**config.mk**
```make
export PLATFORM = sky130hd
export DESIGN_NAME = kxp_stage
export DESIGN_NICKNAME = d
export VERILOG_FILES = /design/src/kxp_pkg.sv /design/src/kxp_stage.sv
export SDC_FILE = /design/constraint.sdc
export NUM_CORES = 1
export LEC_CHECK = 0
export CORE_AREA = 8 8 133 135
export CTS_CLUSTER_DIAMETER = 40
export DETAILED_ROUTE_END_ITERATION = 7
export DIE_AREA = 0 0 141 143
export DONT_BUFFER_PORTS = 1
export PLACE_DENSITY = 0.75
export SETUP_SLACK_MARGIN = 0.1
export SYNTH_ARGS = -nofsm -noshare
export SYNTH_HDL_FRONTEND = slang
export SYNTH_SLANG_ARGS = --single-unit
```
**constraint.sdc**
```tcl
create_clock -name clk -period 0.9 [get_ports clk]
set_clock_uncertainty 0.15 [all_clocks]
set_input_delay 0.18 -clock clk [delete_from_list [all_inputs] [get_ports clk]]
set_output_delay 0.18 -clock clk [all_outputs]
set_load 0.05 [all_outputs]
```
**src/kxp_pkg.sv**
```systemverilog
// Shared types, constants and the mix function of the keyless XTEA permutation.
package kxp_pkg;

	localparam int          ROUND_COUNT_DEF = 32;
	localparam int          WORD_W          = 32;
	localparam logic [31:0] DELTA           = 32'h9E3779B9;

	localparam logic KIND_FORWARD = 1'b0;
	localparam logic KIND_INVERSE = 1'b1;

	typedef struct packed {
		logic              kind;
		logic [WORD_W-1:0] second;
		logic [WORD_W-1:0] first;
	} item_t;

	function automatic logic [WORD_W-1:0] mix_word(input logic [WORD_W-1:0] x);
		return ((x << 4) ^ (x >> 5)) + x;
	endfunction

endpackage

```
**src/kxp_stage.sv**
```systemverilog
// One half-round of the permutation with its pipeline register.
module kxp_stage #(
	parameter int ROUND_COUNT = kxp_pkg::ROUND_COUNT_DEF,
	parameter int STAGE       = 0
) (
	input  logic            clk,
	input  logic            arst_n,
	input  logic            en,
	input  logic            in_valid,
	input  kxp_pkg::item_t  in_item,
	output logic            out_valid,
	output kxp_pkg::item_t  out_item
);

	// Running sum seen by this half-round, for either direction
	localparam int          SUM_IDX = (STAGE + 1) / 2;
	localparam logic        ODD     = (STAGE % 2) == 1;
	localparam logic [31:0] KEY_FWD = 32'(SUM_IDX) * kxp_pkg::DELTA;
	localparam logic [31:0] KEY_INV = 32'(ROUND_COUNT - SUM_IDX) * kxp_pkg::DELTA;

	logic                         valid_s1;
	kxp_pkg::item_t               item_s1;
	kxp_pkg::item_t               next_item;
	logic                         upd_first;
	logic [kxp_pkg::WORD_W-1:0]   src_word;
	logic [kxp_pkg::WORD_W-1:0]   dst_word;
	logic [kxp_pkg::WORD_W-1:0]   mix_val;
	logic [kxp_pkg::WORD_W-1:0]   new_word;

	always_comb begin
		upd_first = (ODD == in_item.kind);
		src_word  = upd_first ? in_item.second : in_item.first;
		dst_word  = upd_first ? in_item.first : in_item.second;
		mix_val   = kxp_pkg::mix_word(src_word)
			^ ((in_item.kind == kxp_pkg::KIND_INVERSE) ? KEY_INV : KEY_FWD);
		new_word  = (in_item.kind == kxp_pkg::KIND_INVERSE) ? (dst_word - mix_val)
			: (dst_word + mix_val);
		next_item = in_item;
		if (upd_first) begin
			next_item.first = new_word;
		end else begin
			next_item.second = new_word;
		end
	end

	always_ff @(posedge clk or negedge arst_n) begin
		if (!arst_n) begin
			valid_s1 <= 1'b0;
		end else if (en) begin
			valid_s1 <= in_valid;
		end
	end

	always_ff @(posedge clk) begin
		if (en && in_valid) begin
			item_s1 <= next_item;
		end
	end

	assign out_valid = valid_s1;
	assign out_item  = item_s1;

endmodule

```
==> metrics.txt, run 1 <==
Die Ht 143 um; main combinational cell family by area after synthesis compound AO/OA/AOI/OAI gates; post-synthesis simple-gate area fraction 21.86%; ys flop type edfxtp_1; Synth Area in Adders 10.37%; Tool Error [ERROR GRT-0232] Routing congestion too high. Check the congestion heatmap in the GUI.; CTS max path bufs 2; root buffer cell clkbuf_16; synth warn 0; clk sinks 66; Synth Instances 995; Exit stage 5_1_grt; Chip Width 141 um; FP Rows 46; GRT Overall Usage 73.48%; asr flop ratio synth 1.515%; WEP type sequential cell input; post-placement setup slack -5079 ps; CTS H-tree lvls 3; Post-Synth XOR/XNOR Area 11.61%; Placed Cells incl. Taps 1561; port bufs 0; GPL Wtd Cong 0.9828; number of enable flip-flop cells after synthesis 65; dpl hpwl 26.67 mm; status aborted with a tool error; multiplexer share of the synthesized area 6.654%; post-synthesis compound-gate area fraction 22.73%; CTS Buf Count 9; GRT overflow 98; Seq/Total Area, Yosys 23.68%; Seq cells post-synth 66; Syn Area/Cell 8.391 um2; Distinct cells, synth 87; Post-Syn Area 8349 um2; pin count of the biggest net entering global routing 145; # IOs 135; Initial Util 53.53%; post-GRT worst EP out_item[60]$_DFFE_PP_/D; Net Count, Synth 1132
## per-layer routing
layer	GRT usage (%)	overflow
met5	21.47	0
met2	87.75	55
met4	75.23	40
met1	72.04	3
met3	62.70	0
## cell usage after synthesis, drive strengths merged, types with 6 or more instances
cell type / instances / area share, %
or2: 7 / 0.52
and4: 7 / 0.73
nor2: 65 / 2.9
a31oi: 11 / 1.0
a211oi: 8 / 0.72
mux2: 39 / 5.3
xor2: 33 / 3.5
a2111oi: 10 / 1.3
nor3: 22 / 1.4
o31ai: 9 / 0.93
nand4: 7 / 0.52
nand2: 143 / 6.5
xnor2: 67 / 7.3
nand3: 17 / 1.0
clkbuf: 25 / 1.1
inv: 34 / 1.5
o21bai: 6 / 0.54
nor2b: 18 / 1.3
o211ai: 8 / 0.72
o21ai: 55 / 3.3
edfxtp: 65 / 23
ha: 66 / 9.9
nor4: 12 / 1.1
o21a: 11 / 0.99
a21oi: 65 / 3.9
and2: 20 / 1.5
a21o: 42 / 3.8
mux2i: 10 / 1.3
nand2b: 16 / 1.2
and3: 9 / 0.67
buf: 9 / 0.43
## through the flow
stage / TNS [ps] / util [%] / area, um2 / hold slack [ps]
after floorplan: -254140 / - / 8810 / -265.6
after global placement: -246430 / 80.47 / 12550 / -265.6
after detailed placement: -261120 / 80.47 / 12550 / -265.5
after CTS: -248830 / 89.26 / 13920 / -173.2
## cells by family after synthesis
| kind of cell | Yosys count |
|---|---|
| and+or+nand+nor | 368 |
| DFF | 66 |
| xor gates and xnor gates | 103 |
| AOI/OAI and AO/OA | 273 |
| buffers and inverters | 68 |
| adders and majority gates | 68 |
| muxes | 49 |
## what timing repair did
action / in CTS
setup buffers: 36
endpoints found under the hold margin: 52
gates resized for setup: 178
pin swaps: 85
endpoints found under the setup margin: 131
hold buffers: 1
gates cloned: 1
==> inputs of run 2 (changes only) <==
- CORE_AREA: 8 8 133 135 -> 8 8 154 156
- CTS_CLUSTER_DIAMETER: 40 -> default
- DIE_AREA: 0 0 141 143 -> 0 0 162 164
- PLACE_DENSITY: 0.75 -> default
- PLACE_DENSITY_LB_ADDON: default -> 0.15
- SETUP_SLACK_MARGIN: 0.1 -> default
- clock period: 0.9 -> 1.2 ns (I/O delays scaled with it)
==> metrics.txt, run 2 <==
worst-path fanout max 140; Initial DRT Pass Iterations 7; CTS tree built; via count 9235; final WL 30.90 mm; max FFs per register 65; Final setup viols 131; CP Capture Type flop; Post-CTS Hold Fix Bufs 25; number of enable flip-flop cells after synthesis 65; asr flop ratio synth 1.515%; Initial Util 39.11%; vias in the first global route 8954; Comb pwr share 77.6%; CTS max path bufs 2; clock power share 10.0%; Hold Fails Final Rpt 2; GPL Wtd Cong 0.9115; final setup margin -4476 ps; Die Ht 164 um; max-cap violations 0; GRT overflow 0; Slew HR 60.51%; Seq/Total Area, Yosys 23.68%; final worst path period share 473.0%; # IOs 135; Setup CP Type in -> reg; switch share 43.21%; peak supply drop 0.0009934 V; Remaining DRCs 0; share of the synthesized area in the top cell type 23.38%; Area Growth Syn to Fin 67.50%; Post-Syn Area 8349 um2; FP Rows 54; status finished with violations; root buffer cell clkbuf_16; top post-synthesis cells by area edfxtp_1 23%, ha_1 9.9%, xnor2_1 6.8%; most numerous cell in the Yosys netlist nand2_1; sequential share of power 12.4%; Least-Margin Pin Slew 577.4 ps; Synth Instances 995; post-synth top area cell edfxtp_1; Syn Area/Cell 8.391 um2; nets 1571; Chip Width 162 um; TNS Setup -224540 ps; Skew-Pair Late Insertion Delay 330 ps; Fillers 1708; P_int 15.74 mW; CP Launch Type input pin; antenna fix cells 0; dpl hpwl 23.27 mm; Seq cells post-synth 66; Net Count, Synth 1132; Hold Slack -32.04 ps; Core Area 21350 um2; CTS Buf Count 9; most common cell after layout, fill and taps aside buf_4; WP data required 1220 ps; RSZ-0062 raised after global routing yes; first-pass GRT wire length 47.32 mm; overall power 27.72 mW; GRT Overall Usage 22.13%; HP Class in -> reg; Leak 6.220 nW; FMAX 0.1762 GHz; area of the die 26570 um2; clock-pin slew on the worst setup and hold paths 60 ps; Via density 5.372; pin count of the biggest net entering global routing 141; top cells by count, synth 142 x nand2_1, 66 x ha_1, 65 x edfxtp_1, 65 x nor2_1, 65 x xnor2_1; WP data arrival 5700 ps; DR iter-0 viols 663; clk sinks 66; ys flop type edfxtp_1; Distinct cells, synth 87; initial antenna violation count 0; port bufs 0; per-cell routed wire length 17.97 um; Antenna Nets Post-Route 0; NetSw 11.98 mW; pwr dens 1982 nW/um2; Pins Over Slew Limit 0; failing checks hold timing, setup timing; synth warn 0; most frequent cells in the layout 342 x buf_4, 128 x nand2_1, 90 x buf_6; Tmin final 5676 ps; layout cell share with drive strength beyond 1 48.23%; CTS H-tree lvls 3
## run 2: cell counts after synthesis
No cell type changed its count.
## run 2: cell type report
cell class              instances  area [um2]  area share, %
clock buffers                  10       229.0          1.637
flip-flops and latches         66        1977          14.14
repair inverters                1       8.758        0.06263
inverters                      34       143.9          1.029
well taps                     280       350.3          2.505
repair buffers                461        3911          27.97
clock inverters                 6       81.33         0.5815
multi-input cells             861        7283          52.08
## run 2: what timing repair did
action / in CTS / in global routing
endpoints found under the hold margin: 25 / 2
resized for setup: 170 / 88
gates cloned: 1 / 0
endpoints found under the setup margin: 130 / 130
pin swaps: 84 / 51
setup buffers: 30 / 18
## run 2: cells by family (layout without fill, tap and decap cells)
kind of cell / after synthesis / in the layout / share of synthesized area, %
xor+xnor: 103 / 103 / 11.61
mux: 49 / 49 / 6.654
flops: 66 / 66 / 23.68
fa+ha+maj: 68 / 68 / 10.37
simple gates: 368 / 368 / 21.86
compound gates: 273 / 273 / 22.73
buf+inv: 68 / 512 / 3.087
## run 2: worst max-delay path: stages
cell and delay [ps]:
mux2i_4 360, inv_1 110, xnor2_1 140, ha_1 330, a21o_1 220, a221o_1 300, a31oi_1 150, o31a_2 250
xnor2_4 90, or4_4 520, a2111oi_4 370, nor2b_2 230, a21oi_1 90, xnor2_1 190, ha_1 350, nand3_1 90
or4_4 550, a31oi_4 190, buf_6 140, o211ai_1 90, and3_1 240, o31ai_1 220
## run 2: worst paths after layout
path                                  startpoint  slack, ps  depth (start not counted)                endpoint
hold / removal                       in_item[62]        -30                          2  out_item[62]$_DFFE_PP_
setup reg to reg           out_valid$_DFFE_PN0P_        110                          2   out_valid$_DFFE_PN0P_
max in group asynchronous                 arst_n        260                          2   out_valid$_DFFE_PN0P_
setup / recovery                     in_item[64]      -4480                         22  out_item[62]$_DFFE_PP_
hold reg to reg            out_valid$_DFFE_PN0P_        550                          2   out_valid$_DFFE_PN0P_
min in group asynchronous                 arst_n        530                          2   out_valid$_DFFE_PN0P_
## run 2: per-layer routing
layer	part of all wire, %	wire length [um]	vias to the layer above	global-route usage [%]
met5	0	0	-	0
met4	1.3	394	0	4.840
met3	5.5	1700	22	3.459
met2	47	14430	248	36.23
met1	47	14370	4417	30.22
li1	-	-	4548	-
## run 2: power by group through the flow
stage	clock (mW)	sequential (mW)	combinational [mW]
2_1_floorplan	0	4.78	9.25
3_3_place_gp	0	3.39	17.3
3_5_place_dp	0	3.40	17.5
4_1_cts	2.83	3.43	19.5
5_1_grt	2.92	3.46	23.0
6_report	2.77	3.43	21.5
## run 2: stage by stage
stage / worst slack, ps / instances / utilization, % / cell area (um2)
floorplan: -4580 / 995 / - / 8808
global placement: -4719 / 1634 / 55.67 / 11890
detailed placement: -4815 / 1634 / 55.67 / 11890
CTS: -4155 / 1705 / 62.80 / 13410
global route: -4518 / 1719 / 65.50 / 13980
finish: -4476 / 1719 / 65.50 / 13980
(Power assumes the default switching activity.)
