[config.mk]
export PLATFORM = sky130hd
export DESIGN_NAME = kxp_out_buf
export DESIGN_NICKNAME = d
export VERILOG_FILES = /design/src/kxp_pkg.sv /design/src/kxp_out_buf.sv
export SDC_FILE = /design/constraint.sdc
export NUM_CORES = 1
export LEC_CHECK = 0
export ABC_AREA = 0
export BUFFER_PORTS_ARGS = -buffer_cell sky130_fd_sc_hd__buf_2
export CAP_MARGIN = 20
export CORE_ASPECT_RATIO = 1.4
export CORE_MARGIN = 2
export CORE_UTILIZATION = 35
export CTS_CLUSTER_SIZE = 16
export DETAILED_ROUTE_END_ITERATION = 16
export HOLD_SLACK_MARGIN = 0.12
export PLACE_DENSITY = 0.7
export SYNTH_ARGS = -nofsm -noshare
export SYNTH_HDL_FRONTEND = slang
export SYNTH_SLANG_ARGS = --single-unit
[constraint.sdc]
create_clock -name clk -period 4.25 [get_ports clk]
set_clock_uncertainty 0.1 [all_clocks]
set_input_delay 0.2125 -clock clk [delete_from_list [all_inputs] [get_ports clk]]
set_output_delay 0.2125 -clock clk [all_outputs]
set_load 0.05 [all_outputs]
[src/kxp_pkg.sv]
// Shared types, constants and the mix function of the keyless XTEA permutation.
package kxp_pkg;

	localparam int          ROUND_COUNT_DEF = 32;
	localparam int          WORD_W          = 32;
	localparam logic [31:0] DELTA           = 32'h9E3779B9;

	localparam logic KIND_FORWARD = 1'b0;
	localparam logic KIND_INVERSE = 1'b1;

	typedef struct packed {
		logic              kind;
		logic [WORD_W-1:0] second;
		logic [WORD_W-1:0] first;
	} item_t;

	function automatic logic [WORD_W-1:0] mix_word(input logic [WORD_W-1:0] x);
		return ((x << 4) ^ (x >> 5)) + x;
	endfunction

endpackage

[src/kxp_out_buf.sv]
// Output register with a skid entry; decouples the pipeline from the sink.
module kxp_out_buf (
	input  logic                         clk,
	input  logic                         arst_n,
	input  logic                         push,
	input  kxp_pkg::item_t               push_item,
	output logic                         space,
	output logic                         m_tvalid,
	input  logic                         m_tready,
	output logic [2*kxp_pkg::WORD_W-1:0] m_tdata
);

	logic                         out_valid_q;
	logic [2*kxp_pkg::WORD_W-1:0] out_data_q;
	logic                         skid_valid_q;
	logic [2*kxp_pkg::WORD_W-1:0] skid_data_q;
	logic                         pop;
	logic [2*kxp_pkg::WORD_W-1:0] push_data;

	assign pop       = out_valid_q && m_tready;
	assign push_data = {push_item.second, push_item.first};

	always_ff @(posedge clk or negedge arst_n) begin
		if (!arst_n) begin
			out_valid_q  <= 1'b0;
			skid_valid_q <= 1'b0;
		end else if (pop) begin
			if (skid_valid_q) begin
				skid_valid_q <= 1'b0;
			end else begin
				out_valid_q <= push;
			end
		end else if (push) begin
			if (!out_valid_q) begin
				out_valid_q <= 1'b1;
			end else begin
				skid_valid_q <= 1'b1;
			end
		end
	end

	always_ff @(posedge clk) begin
		if (pop) begin
			if (skid_valid_q) begin
				out_data_q <= skid_data_q;
			end else if (push) begin
				out_data_q <= push_data;
			end
		end else if (push) begin
			if (!out_valid_q) begin
				out_data_q <= push_data;
			end else begin
				skid_data_q <= push_data;
			end
		end
	end

	// hold the pipeline while the skid entry is occupied
	assign space    = !skid_valid_q;
	assign m_tvalid = out_valid_q;
	assign m_tdata  = out_data_q;

endmodule

# Word level (Yosys, flattened, before mapping)
# Cells that the tools add are included.
[classes]
n_bitwise = 1
n_mux = 11
n_reduce_logical = 9
n_eq_ne = 2
[op_table]
columns = ["cell", "count"]
rows = [
  ["$mux 64", 5],
  ["$mux 1", 6],
  ["$reduce_and 3->1", 2],
  ["$reduce_bool 2->1", 3],
  ["$reduce_and 2->1", 2],
  ["$ne 2x1->1 const B", 1],
  ["$ne 2x2->1 const B", 1],
  ["$logic_and 1x1->1", 1],
  ["$logic_not 1->1", 1],
  ["$not 1->1", 1],
]
[totals]
wordCells = 27
input_bits = 69
ff_bits = 130
output_inout_bits = 66

# Logic depth before layout (Yosys ltp)
# Gate-level depths: netlist of the first run.
[depth]
word_depth = 3
mapped_depth = 4
mapped_depth_nobuf = 2

# Worst setup path after synthesis of the first run
# Ideal clock, no wire load.
[synth_path]
path_type = "reg-to-reg"
start = "register out_valid_q (netlist: m_tvalid)"
end = "register out_data_q (netlist bit m_tdata[0]) (enable)"
slack_ns = -0.434
stages_incl_launch_ff = 4
period_less_slack_ns = 4.684
n_path_buf = 1
arrival_ns = 4.076
required_time_ns = 3.643
setup_ns = 0.507
cell_sequence = "dfrtp_1 > buf_2 > a21oi_1 > a21oi_1"
[synth_via]
elab_chain_len = 3
elab_cells_between_ends = 4
cone_classes = "eq/ne (1); reduce/logical (3)"
[synth_rtl]
columns = ["element", "line", "source"]
rows = [
  ["start, declared", "kxp_out_buf.sv:13", "logic out_valid_q;"],
  ["start signal, assigned", "kxp_out_buf.sv:31", "out_valid_q <= push;"],
  ["$logic_and 1x1->1", "kxp_out_buf.sv:20", "assign pop = out_valid_q && m_tready;"],
  ["$ne 2x1->1 (no line) or $reduce_bool 2->1 (tied branches)", "n/a", ""],
  ["$reduce_and 3->1 (no line) *", "n/a", ""],
  ["end signal, assigned", "kxp_out_buf.sv:45", "out_data_q <= skid_data_q;"],
  ["end signal, assigned", "kxp_out_buf.sv:47", "out_data_q <= push_data;"],
  ["end signal, assigned", "kxp_out_buf.sv:51", "out_data_q <= push_data;"],
  ["end, declared", "kxp_out_buf.sv:14", "logic [2*kxp_pkg::WORD_W-1:0] out_data_q;"],
]
# Every way passes the cells marked *; elsewhere a longest branch is shown, timed or not.
# A chain may end at the register's enable or synchronous reset.

# Final worst setup path of the first run
[layout_path]
start = "input m_tready"
end = "register skid_data_q[1] (netlist bit) (enable)"
[layout_via]
elab_chain_len = 3
[layout_rtl]
columns = ["element", "line", "source"]
rows = [
  ["start, declared", "kxp_out_buf.sv:9", "input logic m_tready,"],
  ["$logic_and 1x1->1", "kxp_out_buf.sv:20", ""],
  ["$not 1->1 (no line)", "n/a", ""],
  ["$reduce_and 3->1 (no line)", "n/a", ""],
  ["end signal, assigned", "kxp_out_buf.sv:53", "skid_data_q <= push_data;"],
  ["end, declared", "kxp_out_buf.sv:16", "logic [2*kxp_pkg::WORD_W-1:0] skid_data_q;"],
]
# Every way passes these cells.

==> impl_metrics.json, run 1 <==
{
  "cp_slowest_cell": "and3_2",
  "via_count": 2715,
  "yosysWarningCount": 0,
  "htree_num_levels": 4,
  "rows": 51,
  "rsz0062_at_grt": "no",
  "cts_tree": "done",
  "synthMuxAreaShare_pct": 19.0,
  "grt_max_degree": 37,
  "syn_to_final_growth_pct": 43.9,
  "grt_pass1_wl_um": 15000,
  "post_cts_resized": 0,
  "hold_violations": 0,
  "wl_per_cell_um": 15.1,
  "synth_cell_types": 12,
  "synthXorXnorAreaFrac_pct": 0,
  "period_share_pct": 54.4,
  "power_per_cell_area_nw_per_um2": 501,
  "cts_setup_buffers": 0,
  "root_buffer": "clkbuf_16",
  "worst_hold_path_type": "primary input to flip-flop",
  "antenna_found_initial": 0,
  "path_class": "primary input to flip-flop",
  "drc": 0,
  "synthCells": 211,
  "ys_seq_elements": 130,
  "routed_wl_um": 9490,
  "setup-violations-final": 0,
  "drt-initial-drc-count": 89,
  "dp_cells": 526,
  "period_minus_slack_ps": 2310,
  "finalPower_w": 0.00359,
  "crit_path_max_incr_delay_ps": 650,
  "synth_largest_area_cell": "edfxtp_1",
  "core_area_um2": 13900,
  "yosys.area_share.simple_pct": 0.603,
  "seq_area_frac_synth_pct": 78.2,
  "slew_headroom_pct": 36.0,
  "clk_pin_slew_ps": 50,
  "clkLatencyLatePin_ps": 400,
  "path_cells": "dlygate4sd3_1 > buf_2 > inv_1 > and3_2 > buf_4",
  "via_per_inst": 4.33,
  "die_area_um2": 15200,
  "worst_slew_pin_slew_ps": 958,
  "fmax_ghz": 0.432,
  "drv_cap": 0,
  "power_leakage_nw": 2.96,
  "synth.avg_cell_area_um2": 23.6,
  "io_pins": 135,
  "synth_top_family_by_area": "multiplexers",
  "numCtsBuffers": 17,
  "status": "completed",
  "synth-compound-area-share_pct": 0.553,
  "overflow": 0,
  "ant_nets": 0,
  "firstDrtPassIters": 4,
  "cp_max_fo": 36,
  "clkSinkCount": 130,
  "hpwlAfterDp_um": 5800,
  "nFillCells": 1153,
  "holdWs_ps": 434,
  "tns_ps": 0,
  "synth_area_um2": 4980,
  "die_w_um": 105,
  "ys_top_cells_by_area": "edfxtp_1 (77%), mux2_4 (18%), buf_6 (1.4%), dfrtp_1 (1.0%), mux2_2 (0.90%)",
  "nets": 498,
  "worstPathRequired_ps": 4190,
  "ir_worst_vdd_v": 0.000282,
  "syn_nets": 280,
  "place_congestion": 0.718,
  "io_buffers": 133,
  "clock_path_buffers": 2,
  "cp_data_arrival_time_ps": 2250,
  "startpoint_type": "primary input",
  "drv_slew": 0,
  "synthAdderAreaFrac_pct": 0,
  "yosysTopAreaCellShare_pct": 77.2,
  "die_h_um": 145,
  "final_util_pct": 51.5,
  "drive_gt1_share_pct": 52.7,
  "end_kind": "flip-flop",
  "num_antenna_cells": 0,
  "final_cells": 627,
  "grt_use_total_pct": 12.8,
  "initial_core_util_pct": 35.8,
  "grt_pass1_vias": 3044
}
-- layout by cell type (no fill, tap or decap) --
cell type      count
and3_2             1
buf_16             1
clkinv_2           2
buf_4              2
edfxtp_1         128
clkinv_4           2
clkinvlp_4         4
a21oi_4            1
nand3_4            1
bufinv_16          3
clkbuf_1           1
inv_1              2
inv_6              1
clkbuf_16         17
nand2b_1           1
a21o_1             1
mux2_2             4
a21oi_1            3
buf_2            133
buf_12             1
mux2_4            60
dfrtp_1            2
clkinv_1           2
dlygate4sd3_1     69
-- worst max-delay path: cells and delay by family --
family	cells	cell delay [ps]
simple gates	1	650
buf+inv	4	1340
-- where the power goes --
group	internal [W]	switching, W	leakage [nW]
sequential	0.00153	0.0000277	1.23
clock	0.000919	0.000533	0.277
combinational	0.000209	0.000364	1.45
-- cell usage after synthesis --
cell and number:
a21o_1 1, a21oi_1 4, and3_1 1, buf_2 1
buf_6 6, dfrtp_1 2, edfxtp_1 128, inv_1 2
mux2_2 4, mux2_4 60, nand2b_1 1, nand3_4 1
-- final timing paths --
path,cells after the start,slack [ps],startpoint,to
hold reg to reg,1,440,skid_data_q[10],m_tdata[10]
hold / removal,2,430,push_item[1],skid_data_q[1]
max in group asynchronous,3,3350,arst_n,skid_valid_q
setup reg to reg,2,1940,m_tvalid,skid_data_q[1]
setup / recovery,5,1940,m_tready,skid_data_q[1]
min in group asynchronous,3,580,arst_n,m_tvalid
-- timing repair --
item | in CTS | in global routing
endpoints found under the setup margin | 0 | 0
endpoints found under the hold margin | 132 | 0
hold buffers | 69 | 0
-- logic make-up after synthesis --
| group | Yosys count |
|---|---|
| compound gates | 5 |
| simple gates | 3 |
| mux | 64 |
| flops | 130 |
| buf+inv | 9 |
-- flip-flops by register name (all words and copies together), names as in the netlist --
signal / cells
m_tvalid: 1
m_tdata: 64
skid_valid_q: 1
skid_data_q: 64
-- final cells by class --
type | count | area (um2) | share of cell area, %
tap | 185 | 231 | 3.23
clock inverter | 14 | 164 | 2.29
sequential | 130 | 3890 | 54.4
inverter | 2 | 7.51 | 0.105
multi-input combinational | 72 | 1020 | 14.2
timing repair buffer | 206 | 1420 | 19.8
clock buffer | 18 | 429 | 5.99
-- routing by layer --
layer  track usage (%)  wire, um  vias up
met5                 0         0        -
li1                  -         -     1281
met1              13.9      3820     1331
met2              22.6      5040       91
met3              4.36       476       12
met4              5.33       153        0
-- per-stage QoR --
step / area [um2] / worst slack [ps]
3_5_place_dp: 5880 / 1900
3_3_place_gp: 5850 / 1630
5_1_grt: 7160 / 1770
4_1_cts: 7160 / 1890
6_report: 7160 / 1940
2_1_floorplan: 4980 / 998
No activity file was read; power rests on OpenSTA's default activity.
==> run 2: changes to the inputs <==
- ABC_AREA: 0 -> 1
- clock period: 4.25 -> 2 ns (I/O delays scaled with it)
==> run 2 against run 1 <==
Register-to-register slack lost 1500 ps. Flip-flop and latch count is the same. Clock-buffer cell count fell by 1. Largest power group unchanged. Routed wire length rose by 29%. Via count grew 36%. Global-route usage increased by 3.6 points. Utilization decreased by 1.0 points.
==> impl_metrics.json, run 2 <==
{
  "path_class": "flip-flop to output port",
  "ys_seq_elements": 130,
  "io_pins": 135,
  "root_buffer": "clkbuf_16",
  "pwr-share-seq_pct": 43.2,
  "setup-violations-final": 0,
  "status": "completed",
  "synth_most_common_cell": "edfxtp_1",
  "ant_nets": 0,
  "die_w_um": 106,
  "antenna_found_initial": 0,
  "p_comb_share_pct": 15.7,
  "io_buffers": 133,
  "drive_gt1_share_pct": 33.1,
  "wl_per_cell_um": 15.8,
  "drc": 0,
  "hold_violations": 0,
  "syn_to_final_growth_pct": 42.7,
  "synth.avg_cell_area_um2": 13.7,
  "initial_core_util_pct": 35.3,
  "startpoint_type": "flip-flop",
  "clock_path_buffers": 2,
  "synth_commonest_cells": "edfxtp_1 (128), nand2_1 (126), nand4_1 (64)",
  "num_antenna_cells": 0,
  "grt_max_degree": 47,
  "die_h_um": 146,
  "drv_cap": 0,
  "worstPathRequired_ps": 1800,
  "ir_worst_vdd_v": 0.000461,
  "slew_headroom_pct": 65.2,
  "numCtsBuffers": 17,
  "grt_pass1_vias": 3907,
  "grt_pass1_wl_um": 19700,
  "end_kind": "output port",
  "nets": 639,
  "clk_pin_slew_ps": 60,
  "period_share_pct": 89.6,
  "via_count": 3704,
  "synth_area_um2": 5060,
  "power.switching_w": 0.00208,
  "clkPwrFrac_pct": 41.1,
  "htree_num_levels": 4,
  "drt-initial-drc-count": 214,
  "drv_slew": 0,
  "period_minus_slack_ps": 1790,
  "switching_share_pct": 27.3,
  "finalPower_w": 0.00764,
  "place_congestion": 0.732,
  "cp_data_arrival_time_ps": 1590,
  "worst_slew_pin_slew_ps": 522,
  "firstDrtPassIters": 4,
  "syn_nets": 437,
  "die_area_um2": 15400,
  "final_cell_mix": "buf_2 (133), edfxtp_1 (128), nand2_1 (124)",
  "clkSinkCount": 130,
  "fin_ws_ps": 208,
  "yosysWarningCount": 0,
  "ys.flop_type": "edfxtp_1",
  "via_per_inst": 4.80,
  "power_leakage_nw": 2.99,
  "overflow": 0,
  "post_cts_resized": 0,
  "synth_edf_count": 128,
  "power_per_cell_area_nw_per_um2": 1060,
  "cts_tree": "done",
  "fmax_ghz": 0.558,
  "intPower_w": 0.00555,
  "layout_commonest_cell": "buf_2",
  "clkLatencyLatePin_ps": 410,
  "synthCells": 368,
  "yosysTopAreaCellShare_pct": 76.0,
  "synthArstFlopShare_pct": 1.54,
  "rsz0062_at_grt": "no",
  "routed_wl_um": 12200,
  "core_area_um2": 14300,
  "tns_ps": 0,
  "hpwlAfterDp_um": 7320,
  "pre_cts_ws_ps": 481,
  "grt_use_total_pct": 16.4,
  "worst_hold_path_type": "primary input to flip-flop",
  "cp_max_fo": 37,
  "synth_cell_types": 14,
  "final_util_pct": 50.4,
  "synth_largest_area_cell": "edfxtp_1",
  "rows": 52,
  "seq_area_frac_synth_pct": 77.0,
  "ys_top_cells_by_area": "edfxtp_1 (76%), nand2_1 (9.3%), nand4_1 (7.9%), buf_2 (1.6%), buf_6 (1.3%)",
  "holdWs_ps": 314
}
==> run 2: cell types whose count changed after synthesis, sizes merged <==
cell    change
a21o        -1
a21oi       -3
and3        -1
buf        +19
clkbuf      +4
inv         +2
mux2       -64
nand2     +135
nand2b      -1
nand3       +1
nand4      +64
nor2        +2
==> run 2: cells by family (layout without fill, tap and decap cells) <==
family	Yosys count	count (layout)	synth area share (%)
AOI/OAI and AO/OA	1	1	0.0988
and+or+nand+nor	203	203	18.8
buffers and inverters	34	249	4.11
DFF	130	130	77.0
==> run 2: area by class of cell <==
cell class                 instances  area, um2
clock buffer                      17        425
clock inverter                    15        183
fill                            1257       7090
inverter                           4       15.0
multi-input combinational        204        990
sequential                       130       3900
tap                              189        236
timing repair buffer             213       1470
==> run 2: critical path, stage by stage, from the launching register on <==
cell and delay, ps:
dfrtp_2 440, buf_4 390, buf_2 340
==> run 2: worst paths after layout <==
kind                                  from         endpoint  slack, ps  depth (start not counted)
setup / recovery                  m_tvalid         m_tvalid        210                          2
hold / removal               push_item[49]  skid_data_q[49]        310                          2
setup reg to reg              skid_valid_q      m_tdata[41]        480                          5
hold reg to reg            skid_data_q[61]      m_tdata[61]        440                          2
max in group asynchronous           arst_n         m_tvalid       1180                          3
min in group asynchronous           arst_n     skid_valid_q        470                          3
==> run 2: what timing repair did <==
item,CTS,global route
hold buffers,68,0
endpoints found under the hold margin,132,0
buffers inserted,0,0
==> run 2: power groups by stage <==
stage	Clock, W	Combinational [W]	Sequential [W]
detailed placement	0	0.00110	0.00336
global placement	0	0.00108	0.00335
floorplan	0	0.000366	0.00378
finish	0.00313	0.00120	0.00330
global route	0.00334	0.00128	0.00332
CTS	0.00322	0.00121	0.00330
==> run 2: metrics by stage <==
step	instances	instance area (um2)
floorplan	368	5090
global placement	672	5930
detailed placement	672	5930
CTS	772	7220
global route	772	7220
finish	772	7220
==> run 2: metal layers <==
layer / up-vias / track usage (%) / wire length [um] / share of wire, %
li1: 1761 / - / - / -
met1: 1809 / 18.3 / 4800 / 39
met2: 126 / 30.3 / 6840 / 56
met3: 8 / 3.66 / 487 / 4.0
met4: 0 / 6.25 / 99 / 0.81
met5: - / 0 / 0 / 0
==> run 3: changes to the inputs <==
- ABC_AREA: 1 -> unset
- CELL_PAD_IN_SITES_DETAIL_PLACEMENT: unset -> 1
- CELL_PAD_IN_SITES_GLOBAL_PLACEMENT: unset -> 2
- PLACE_DENSITY: 0.7 -> 0.87
==> run 3 against run 2 <==
Cell count down 19%. Setup slack gained 160 ps. Register-to-register slack lost 110 ps. Cell area barely moved. Clock-buffer cell count unchanged. Flip-flop and latch count unchanged. Total power up 1.2%. Clock power barely moved. Non-clock buffer count shrank 5. Via count down 26%. Largest power group unchanged. Highest routed layer unchanged.
==> impl_metrics.json, run 3 (synthesis results as in run 1) <==
{
  "status": "completed",
  "worst_slew_pin_slew_ps": 358,
  "syn_to_final_growth_pct": 45.1,
  "reg2reg_depth": 3,
  "worstHoldEndpoint": "skid_data_q[9]",
  "via_count": 2734,
  "worstPathRequired_ps": 2060,
  "rows": 51,
  "power_per_cell_area_nw_per_um2": 1070,
  "core_area_um2": 13900,
  "period_share_pct": 81.6,
  "ant_nets": 0,
  "initial_core_util_pct": 35.8,
  "grt_pass1_vias": 3163,
  "die_h_um": 145,
  "drt-initial-drc-count": 73,
  "worst_hold_path_type": "primary input to flip-flop",
  "clk_pin_slew_ps": 60,
  "gr-max-usage-layer": "met2",
  "grt_max_degree": 40,
  "clkLatencyLatePin_ps": 410,
  "slew_headroom_pct": 76.1,
  "path_class": "flip-flop to flip-flop",
  "root_buffer": "clkbuf_16",
  "io_buffers": 133,
  "wl_per_cell_um": 17.1,
  "fmax_ghz": 0.613,
  "tns_ps": 0,
  "drv_slew": 0,
  "num_antenna_cells": 0,
  "nets": 500,
  "cp_data_arrival_time_ps": 1690,
  "hp-start": "push_item[9]",
  "numCtsBuffers": 17,
  "setup-violations-final": 0,
  "power_leakage_nw": 2.99,
  "firstDrtPassIters": 4,
  "io_pins": 135,
  "dp_cells": 528,
  "post_cts_resized": 0,
  "grt_use_total_pct": 15.1,
  "drc": 0,
  "overflow": 0,
  "die_w_um": 105,
  "hpwlAfterDp_um": 6730,
  "grtUsageMet3_pct": 4.72,
  "hold_violations": 0,
  "period_minus_slack_ps": 1630,
  "place_congestion": 0.693,
  "fin_area_um2": 7220,
  "rrSetupSlack_ps": 370,
  "end_kind": "flip-flop",
  "cts_setup_buffers": 0,
  "finalPower_w": 0.00773,
  "drive_gt1_share_pct": 53.8,
  "cts_tree": "done",
  "cp_max_fo": 32,
  "dpl-instance-area_um2": 5930,
  "rsz0062_at_grt": "no",
  "layout_commonest_cell": "buf_2",
  "final_cell_mix": "buf_2 (133), edfxtp_1 (128), dlygate4sd3_1 (69)",
  "ir_worst_vdd_v": 0.000486,
  "antenna_found_initial": 0,
  "worstHoldPathCells": 2,
  "startpoint_type": "flip-flop",
  "clock_path_buffers": 2,
  "met1_usage_pct": 17.4,
  "final_cells": 629,
  "routed_wl_um": 10800,
  "htree_num_levels": 4,
  "clkSinkCount": 130,
  "use_met2_pct": 26.4,
  "postCtsHoldBufs": 69,
  "via_per_inst": 4.35,
  "final_util_pct": 51.9,
  "drv_cap": 0,
  "worstReg2RegEnd": "m_tdata[63]",
  "grt_pass1_wl_um": 17400,
  "timing.rr.start": "m_tvalid",
  "die_area_um2": 15200
}
## run 3: cell types whose count changed in the layout (fill, tap and decap cells not counted), moves of 3 or more
cell | previous run | this run
mux2_4 | 0 | 60
mux2_2 | 0 | 4
nand4_1 | 64 | 0
buf_4 | 9 | 1
nand2_1 | 124 | 0
nand2_2 | 10 | 0
inv_8 | 0 | 3
## run 3: critical path, stage by stage (launching register included)
cell	delay, ps
dfrtp_2	490
nand3_4	140
buf_12	250
mux2_2	370
## run 3: metrics by stage
step / hold slack [ps] / worst slack, ps
2_1_floorplan: -296 / -340
3_3_place_gp: -216 / 398
3_5_place_dp: -206 / 368
4_1_cts: 289 / 362
5_1_grt: 309 / 320
6_report: 313 / 369
## run 3: worst max-delay path by stage
stage / start / slack [ps] / depth (start not counted) / endpoint
2_1_floorplan: m_tvalid / -340 / 3 / m_tdata[0]
3_3_place_gp: m_tvalid / 400 / 3 / m_tdata[63]
3_5_place_dp: m_tvalid / 370 / 3 / m_tdata[63]
4_1_cts: m_tvalid / 360 / 3 / m_tdata[63]
5_1_grt: m_tvalid / 320 / 3 / m_tdata[63]
6_report: m_tvalid / 370 / 3 / m_tdata[63]
## run 3: layout make-up
cell class | count | area (um2)
clock inverter | 15 | 174
inverter | 2 | 7.51
timing repair buffer | 208 | 1460
multi-input combinational | 72 | 1030
clock buffer | 17 | 425
sequential | 130 | 3890
tap | 185 | 231
fill | 1325 | 6690
## run 3: routing by layer
layer,share of wire (%),vias up
met5,0,-
met4,1.3,0
met3,4.7,10
met2,54,89
met1,40,1353
li1,-,1282
## run 3: where the power goes
group / switching [W] / leakage (nW) / internal (W)
Sequential: 0.0000652 / 1.23 / 0.00326
Clock: 0.00127 / 0.289 / 0.00188
Combinational: 0.000798 / 1.47 / 0.000458
